`config.mk`:
```
export PLATFORM = sky130hd
export DESIGN_NAME = sliding_median_index
export DESIGN_NICKNAME = d
export VERILOG_FILES = /design/src/smi_pkg.sv /design/src/smi_cell.sv /design/src/sliding_median_index.sv
export SDC_FILE = /design/constraint.sdc
export NUM_CORES = 2
export LEC_CHECK = 0
export BUFFER_PORTS_ARGS = -buffer_cell sky130_fd_sc_hd__buf_2
export CAP_MARGIN = 20
export CORE_MARGIN = 8
export CORE_UTILIZATION = 45
export CTS_CLUSTER_SIZE = 25
export DETAILED_ROUTE_END_ITERATION = 16
export PLACE_DENSITY = 0.57
export SKIP_LAST_GASP = 1
export SLEW_MARGIN = 20
export SYNTH_ARGS = -nofsm -noshare
export SYNTH_HDL_FRONTEND = slang
export SYNTH_SLANG_ARGS = --single-unit
```
`constraint.sdc`:
```
create_clock -name clock -period 36.8 [get_ports clock]
set_input_delay 3.68 -clock clock [delete_from_list [all_inputs] [get_ports clock]]
set_output_delay 3.68 -clock clock [all_outputs]
set_load 0.01 [all_outputs]
```
`src/smi_pkg.sv`:
```
// shared constants and types for the sliding median position filter
`timescale 1ns / 1ps
`default_nettype none

package smi_pkg;

   localparam int DEF_MAX_WINDOW  = 33;
   localparam int DEF_SAMPLE_BITS = 16;

   // register and result field widths
   localparam int LEN_BITS = 6;
   localparam int POS_BITS = 6;

   // window length arithmetic is done at this width, wide enough for any cap
   localparam int LEN_CALC_BITS = 7;

   localparam logic [LEN_CALC_BITS-1:0] LEN_CAP       = LEN_CALC_BITS'(32);
   localparam logic [LEN_CALC_BITS-1:0] LEN_OFF_LIMIT = LEN_CALC_BITS'(1);
   localparam logic [LEN_BITS-1:0]      LEN_RESET     = LEN_BITS'(5);

   // per-cycle command to the cell row
   typedef struct packed {
      logic load;    // take a new beat: shift the window, seed the ring
      logic count;   // compare the ring value, then rotate the ring
   } cell_ctrl_type;

   typedef enum logic [2:0] {
      ST_IDLE  = 3'b001,
      ST_COUNT = 3'b010,
      ST_SCAN  = 3'b100
   } state_type;

endpackage : smi_pkg

`default_nettype wire

```
`src/smi_cell.sv`:
```
// one window position: stored sample, ring value and its rank counters
`timescale 1ns / 1ps
`default_nettype none

module smi_cell
   import smi_pkg::*;
#(
   parameter int SAMPLE_BITS = DEF_SAMPLE_BITS,
   parameter int CNT_W       = 6
) (
   input  wire                           clock,
   input  wire                           reset,
   input  cell_ctrl_type                 ctrl,
   input  wire signed [SAMPLE_BITS-1:0]  shift_in,
   input  wire signed [SAMPLE_BITS-1:0]  ring_in,
   input  wire                           tag_in,
   input  wire                           tag_load,
   input  wire        [CNT_W-1:0]        half,
   output logic signed [SAMPLE_BITS-1:0] sample_out,
   output logic signed [SAMPLE_BITS-1:0] ring_out,
   output logic                          tag_out,
   output logic                          flag
);

   logic signed [SAMPLE_BITS-1:0] sample_ff;
   logic signed [SAMPLE_BITS-1:0] ring_ff;
   logic                          tag_ff;
   logic [CNT_W-1:0]              less_ff, less_in;
   logic [CNT_W-1:0]              le_ff, le_in;

   always_comb begin
      less_in = less_ff;
      le_in   = le_ff;
      if (ctrl.load) begin
         less_in = '0;
         le_in   = '0;
      end else if (ctrl.count && tag_ff) begin
         if (ring_ff < sample_ff) less_in = less_ff + CNT_W'(1);
         if (ring_ff <= sample_ff) le_in = le_ff + CNT_W'(1);
      end
   end

   // window sample shifts toward the oldest end on every beat
   always_ff @(posedge clock) begin
      if (reset) begin
         sample_ff <= '0;
      end else if (ctrl.load) begin
         sample_ff <= shift_in;
      end
   end

   always_ff @(posedge clock) begin
      if (ctrl.load) begin
         ring_ff <= shift_in;
         tag_ff  <= tag_load;
      end else if (ctrl.count) begin
         ring_ff <= ring_in;
         tag_ff  <= tag_in;
      end
      less_ff <= less_in;
      le_ff   <= le_in;
   end

   assign sample_out = sample_ff;
   assign ring_out   = ring_ff;
   assign tag_out    = tag_ff;
   assign flag       = (less_ff <= half) && (half < le_ff);

endmodule : smi_cell

`default_nettype wire

```
`src/sliding_median_index.sv`:
```
// top level of the sliding median position filter: cell row and sequencer
`timescale 1ns / 1ps
`default_nettype none

// Sliding median position filter. Each sample beat shifts into a row of
// MAX_WINDOW cells (the delay line, cleared to zero by reset). The window is
// the newest N cells, N taken from requested_length: 1 or less turns the
// filter off (result 0), otherwise min(length, 32), plus one when the length
// is even, and never more than MAX_WINDOW. The result is the position, 0 being
// the oldest, of the element of sorted rank N/2; among equal values the
// oldest one wins. For each item the window is copied into a ring that
// rotates once around the cell row, one hop per cycle, while every cell
// counts the smaller and not-larger window values going past it, and the
// cells are then scanned from the oldest window position for the first one
// whose counts bracket rank N/2; the scan ends at the last window position at
// the latest. With the filter off the ring sweep is skipped.
// A finished result sits in an output register, so the next sample beat is
// taken while it waits on rsp_stall. requested_length should be written only
// while no item is in flight.

module sliding_median_index
   import smi_pkg::*;
#(
   parameter int MAX_WINDOW  = DEF_MAX_WINDOW,
   parameter int SAMPLE_BITS = DEF_SAMPLE_BITS
) (
   input  wire                          clock,
   input  wire                          reset,
   // sample channel
   input  wire                          req_valid,
   output logic                         req_stall,
   input  wire signed [SAMPLE_BITS-1:0] req_sample,
   // result channel
   output logic                         rsp_valid,
   input  wire                          rsp_stall,
   output logic [POS_BITS-1:0]          rsp_median_position,
   // window length register
   input  wire                          csr_write_enable,
   input  wire [LEN_BITS-1:0]           csr_write_data
);

   localparam int CNT_W = $clog2(MAX_WINDOW + 1);   // holds 0..MAX_WINDOW
   localparam int IDX_W = $clog2(MAX_WINDOW);       // indexes a cell

   localparam logic [IDX_W-1:0] LAST_CELL = IDX_W'(MAX_WINDOW - 1);

   // window length register
   logic [LEN_BITS-1:0] requested_length_ff;

   always_ff @(posedge clock) begin
      if (reset) begin
         requested_length_ff <= LEN_RESET;
      end else if (csr_write_enable) begin
         requested_length_ff <= csr_write_data;
      end
   end

   // effective window size
   logic [LEN_CALC_BITS-1:0] len_ext, len_cap, len_odd, len_fit;
   logic [CNT_W-1:0]         win_n;
   logic [CNT_W-1:0]         half;
   logic [CNT_W-1:0]         base;

   always_comb begin
      len_ext = LEN_CALC_BITS'(requested_length_ff);
      len_cap = (len_ext > LEN_CAP) ? LEN_CAP : len_ext;
      // even requests grow by one
      len_odd = requested_length_ff[0] ? len_cap : len_cap + LEN_CALC_BITS'(1);
      len_fit = (len_odd > LEN_CALC_BITS'(MAX_WINDOW)) ?
                LEN_CALC_BITS'(MAX_WINDOW) : len_odd;
      // filter off for short requests
      win_n   = (len_ext <= LEN_OFF_LIMIT) ? '0 : len_fit[CNT_W-1:0];
   end

   assign half = win_n >> 1;
   assign base = CNT_W'(MAX_WINDOW) - win_n;

   // sequencer
   state_type      state_ff, state_in;
   logic [IDX_W-1:0] cyc_ff, cyc_in;
   logic [IDX_W-1:0] scan_ff, scan_in;
   logic             rsp_valid_ff, rsp_valid_in;
   logic [POS_BITS-1:0] rsp_pos_ff, rsp_pos_in;

   logic             accept;
   logic             rsp_free;
   logic             hit;
   logic             load_rsp;
   logic [IDX_W-1:0] scan_cell;
   logic [MAX_WINDOW-1:0] flag;
   cell_ctrl_type    ctrl;

   assign accept    = req_valid && !req_stall;
   assign rsp_free  = !rsp_valid_ff || !rsp_stall;
   assign scan_cell = IDX_W'(base + CNT_W'(scan_ff));

   // disabled filter answers at once; the last window position always ends the scan
   assign hit = (win_n == '0) || flag[scan_cell] ||
                (CNT_W'(scan_ff) == win_n - CNT_W'(1));
   assign load_rsp = (state_ff == ST_SCAN) && hit && rsp_free;

   assign ctrl.load  = accept;
   assign ctrl.count = (state_ff == ST_COUNT);

   always_comb begin
      state_in = state_ff;
      cyc_in   = cyc_ff;
      scan_in  = scan_ff;
      unique case (state_ff)
         ST_IDLE: begin
            if (accept) begin
               cyc_in   = '0;
               scan_in  = '0;
               state_in = (win_n == '0) ? ST_SCAN : ST_COUNT;
            end
         end
         ST_COUNT: begin
            // one full trip of the ring around the row
            if (cyc_ff == LAST_CELL) begin
               state_in = ST_SCAN;
            end else begin
               cyc_in = cyc_ff + IDX_W'(1);
            end
         end
         ST_SCAN: begin
            if (hit) begin
               // hold here while the previous result is still waiting
               if (rsp_free) state_in = ST_IDLE;
            end else begin
               scan_in = scan_ff + IDX_W'(1);
            end
         end
         default: state_in = ST_IDLE;
      endcase
   end

   always_ff @(posedge clock) begin
      if (reset) begin
         state_ff <= ST_IDLE;
      end else begin
         state_ff <= state_in;
      end
      cyc_ff  <= cyc_in;
      scan_ff <= scan_in;
   end

   // output register
   assign rsp_valid_in = load_rsp || (rsp_valid_ff && rsp_stall);
   assign rsp_pos_in   = load_rsp ? ((win_n == '0) ? '0 : POS_BITS'(scan_ff)) : rsp_pos_ff;

   always_ff @(posedge clock) begin
      if (reset) begin
         rsp_valid_ff <= 1'b0;
      end else begin
         rsp_valid_ff <= rsp_valid_in;
      end
      rsp_pos_ff <= rsp_pos_in;
   end

   assign req_stall           = (state_ff != ST_IDLE);
   assign rsp_valid           = rsp_valid_ff;
   assign rsp_median_position = rsp_pos_ff;

   // cell row: cell 0 oldest, the last cell takes the new beat
   logic signed [SAMPLE_BITS-1:0] cell_sample [MAX_WINDOW];
   logic signed [SAMPLE_BITS-1:0] cell_ring   [MAX_WINDOW];
   logic                          cell_tag    [MAX_WINDOW];

   for (genvar k = 0; k < MAX_WINDOW; k++) begin : g_cell
      localparam int NEXT = (k + 1) % MAX_WINDOW;

      logic signed [SAMPLE_BITS-1:0] shift_src;
      logic                          in_window;

      if (k == MAX_WINDOW - 1) begin : g_head
         assign shift_src = req_sample;
      end else begin : g_body
         assign shift_src = cell_sample[k + 1];
      end

      assign in_window = (CNT_W'(k) >= base);

      smi_cell #(
         .SAMPLE_BITS (SAMPLE_BITS),
         .CNT_W       (CNT_W)
      ) u_cell (
         .clock      (clock),
         .reset      (reset),
         .ctrl       (ctrl),
         .shift_in   (shift_src),
         .ring_in    (cell_ring[NEXT]),
         .tag_in     (cell_tag[NEXT]),
         .tag_load   (in_window),
         .half       (half),
         .sample_out (cell_sample[k]),
         .ring_out   (cell_ring[k]),
         .tag_out    (cell_tag[k]),
         .flag       (flag[k])
      );
   end

   // checks
   a_rsp_from_scan: assert property (@(posedge clock) disable iff (reset)
      $rose(rsp_valid_ff) |-> $past(state_ff == ST_SCAN))
      else $error("result appeared without a finished scan");

   a_accept_starts_sweep: assert property (@(posedge clock) disable iff (reset)
      (accept && win_n != '0) |=> (state_ff == ST_COUNT && cyc_ff == '0))
      else $error("accepted beat did not start a ring sweep");

   a_full_sweep: assert property (@(posedge clock) disable iff (reset)
      (state_ff == ST_COUNT && cyc_ff != LAST_CELL) |=> (state_ff == ST_COUNT))
      else $error("ring sweep ended early");

   a_disabled_zero: assert property (@(posedge clock) disable iff (reset)
      (load_rsp && win_n == '0) |=> (rsp_median_position == '0))
      else $error("disabled filter gave a nonzero position");

endmodule : sliding_median_index

`default_nettype wire

```
==> flow_summary_export.csv <==
group,metric,value,unit
pwr,fin_total_pwr,4.25,mW
yosys,synth.yosys.seq_area_share,44.7,%
yosys,netlist_area,80800,sq um
global_route,number_of_global_route_vias_before_repair,61600,
route,route.final.wire_length,217000,um
layout,area_growth_syn_to_layout,9.91,%
yosys,synth_warnings,0,
timing,timing.final.ws_setup,29700,ps
placed_design,place_worst_setup_slack,28840,ps
route,drt_first_iter_violations,4691,
yosys,count_of_state_elements_after_synthesis,1513,
route,vias,63700,
critical_path,timing.critical_path.arrival,7770,ps
critical_path,cpPeakStageDelay,790,ps
timing,worstMarginPinSlew,1100,ps
clock_tree,postCtsSetupBuffers,0,
critical_path,crit_top_cell,"buf_4",
yosys,synthArstFlopShare,0,%
critical_path,worstPathCellList,"buf_2, and3_4, buf_4, buf_4, buf_4, buf_4, nand2_1, o21ai_0",
yosys,synth_nets,10200,
flow_run,max_cap_violations,0,
yosys,yosysTopAreaCellShare,23.1,%
timing,worst_slew_margin_rel,26.5,%
layout,layout.cell_area.non_filler,88800,sq um
critical_path,critical_path.n_buffers_inverters,5,
clock_tree,number_of_hold_repair_buffers_added_at_the_cts_stage,0,
critical_path,cp-end-kind,"flip-flop",
clock_tree,tritoncts_clock_tree,"done",
timing,final.setup_skew,29.9,ps
clock_tree,clockRootBuffer,"clkbuf_16",
layout,mostFrequentLayoutCells,"nand2_1, dfxtp_1, ha_1",
layout,drive_gt1_share,4.43,%
yosys,synth.lib_cells_used.distinct,95,
global_route,top_usage_layer,"met2",
die,initial_core_util,45.3,%
critical_path,worst_path_dominant_cell_family,"buffers and inverters",
placed_design,detailed_place_hpwl,149000,um
die,core-area,178000,sq um
placed_design,io_buffers,34,
clock_tree,clkSlewWorstSetupHoldPaths,60,ps
pwr,ir_worst_vdd,0.0000382,V
pwr,pwr_density_cell,47.8,nW/um^2
yosys,postSynthCellCount,9242,
yosys,mean_instance_size_in_the_synthesized_netlist,8.74,sq um
clock_tree,clock_tree.buffer_depth,3,
clock_tree,clock_latency_reported_for_the_late_side_of_the_worst_skew_pair,830,ps
yosys,synthDominantAreaCellType,"dfxtp_1",
timing,final.hold.worst_slack,457,ps
critical_path,critPathKind,"in2reg",
global_route,met2_usage,36.4,%
critical_path,worst-path-max-fanout,76,
global_route,grtUsageMet3,2.88,%
global_route,antenna_violations_before_repair,0,
layout,num-nets-final,10100,
route,routed_via_density,5.47,
clock_tree,h-tree-depth,4,
global_route,met1_global_route_usage,30.4,%
critical_path,slowest_library_cell_on_the_worst_path,"buf_4",
timing,max_clock_freq,141,MHz
timing,rsz0062_at_grt,"no",
layout,antenna_cells_inserted,0,
critical_path,timing.critical_path.from_type,"input port",
critical_path,worstPathRequired,37470,ps
clock_tree,cts_inserted_buffers,170,
status,run_status,"finished, final reports clean",
timing,number_of_failing_hold_endpoints_at_the_final_stage,0,
clock_tree,cts-resized-gates,0,
die,die_area,193000,sq um
global_route,grt_start_max_net_pins,199,
route,detailedRoute.firstPassIterationCount,5,
yosys,synth_edf_count,579,
timing,setup_total_negative_slack,0,ps
timing,final-setup-viol-count,0,
timing,final.period_utilization,19.3,%
route,ant_nets,0,
timing,finalCriticalPeriod,7100,ps
global_route,grt_usage,21.9,%
placed_design,gp_routability_congestion,0.813,
yosys,synth.top_cells.by_area,"dfxtp_1, edfxtp_1, ha_1, nand2_1, a21oi_1",
yosys,ys.flop_type,"dfxtp_1",
route,drc,0,
clock_tree,clock_sink_count,1513,
die,die-width,440,um
placed_design,placed_area,83100,sq um
layout,layout_commonest_cell,"nand2_1",
global_route,globalRoute.totalOverflow,0,
timing,finalMaxSlewViolations,0,
die,io_pins,35,
min_path,min_path_type,"reg2reg",
route,wl_per_cell,18.6,um
die,fp-row-count,155,
die,dieHeight,440,um
global_route,grt_first_pass_wirelength,344000,um
pwr,leakagePower,34.8,nW
[stage by stage]
stage	std cells	util, %
4_1_cts	11700	49.7
5_1_grt	11700	49.8
2_1_floorplan	9242	-
3_5_place_dp	11300	46.6
6_report	11700	49.8
3_3_place_gp	11300	46.6
[sequential cells by signal, indices dropped and copies added, names as in the netlist]
register and count:
rsp_median_position 6, state_ff 3, cyc_ff 6, g_cell.u_cell.ring_out 528, g_cell.u_cell.le_ff 198, requested_length_ff 6, g_cell.u_cell.tag_out 33, g_cell.u_cell.sample_out 528
scan_ff 6, g_cell.u_cell.less_ff 198, rsp_valid 1
[synthesized netlist by cell type, drive strengths merged, types with 13 or more instances]
cell type	instances
a31oi	25
o311ai	14
o2111ai	17
or4	51
o211ai	85
clkbuf	316
a21o	119
nor2b	61
o22ai	15
inv	814
o221ai	16
a2111oi	21
xor2	45
o41ai	23
nand2	2441
and3	28
xnor2	71
o31a	13
a211o	19
nor3	97
o31ai	96
buf	40
edfxtp	579
dfxtp	934
ha	906
a21boi	16
mux2i	141
a21oi	779
nand3	189
o21a	87
nor4	48
nor2	359
a211oi	43
and2	38
nand4	146
o21ai	277
nand2b	69
or3	57
and4	18
[worst reg2reg max path: stages (launching register included)]
cell and delay [ps]:
dfxtp_2 530, buf_4 700, nand2b_2 280, buf_4 470, buf_4 480, inv_2 260, buf_4 390, ha_1 370
nand2b_1 140, o221ai_1 150, a21oi_1 90, a311oi_1 610, nor4_1 220, nor4_2 840, nand2_1 230, a21oi_1 570
[routing by layer]
layer / part of all wire, % / up-vias
met5: 0 / -
met3: 4.3 / 293
met1: 47 / 30400
met4: 2.0 / 0
met2: 46 / 1211
li1: - / 31700
[cells by family after synthesis]
logic type	Yosys count	share of synthesized area, %
adder cells (fa/ha/maj)	907	14.1
buffers and inverters	1171	5.48
AND/OR/NAND/NOR	3654	19.5
XOR/XNOR	116	1.27
AO/OA/AOI/OAI	1739	13.3
flip-flops	1513	44.7
multiplexers	142	1.76
[where the power goes]
group	internal [mW]	switching, mW	leakage [nW]
combinational	0.187	0.391	18.8
clock	1.01	0.727	2.80
sequential	1.86	0.0724	13.2
[worst paths after layout]
path | startpoint | depth (start not counted) | slack (ps) | end
min reg2reg | g_cell[0].u_cell.sample_out[11]$_SDFFE_PP0P_ | 2 | 460 | g_cell[0].u_cell.sample_out[11]$_SDFFE_PP0P_
max | req_valid | 8 | 29700 | g_cell[6].u_cell.ring_out[0]$_DFFE_PP_
max reg2reg | requested_length_ff[5]$_SDFFE_PP0P_ | 15 | 30100 | rsp_median_position[5]$_SDFFCE_PN0P_
min | g_cell[0].u_cell.sample_out[11]$_SDFFE_PP0P_ | 2 | 460 | g_cell[0].u_cell.sample_out[11]$_SDFFE_PP0P_
[cell type report]
type | instances | area, sq um
Clock buffer | 238 | 4780
Inverter | 815 | 3070
Sequential cell | 1513 | 36100
Multi-Input combinational cell | 6558 | 40300
Fill cell | 16900 | 89600
Timing Repair Buffer | 89 | 692
Tap cell | 2355 | 2950
Clock inverter | 83 | 898
Note: power is estimated with default switching activity, not from simulation.
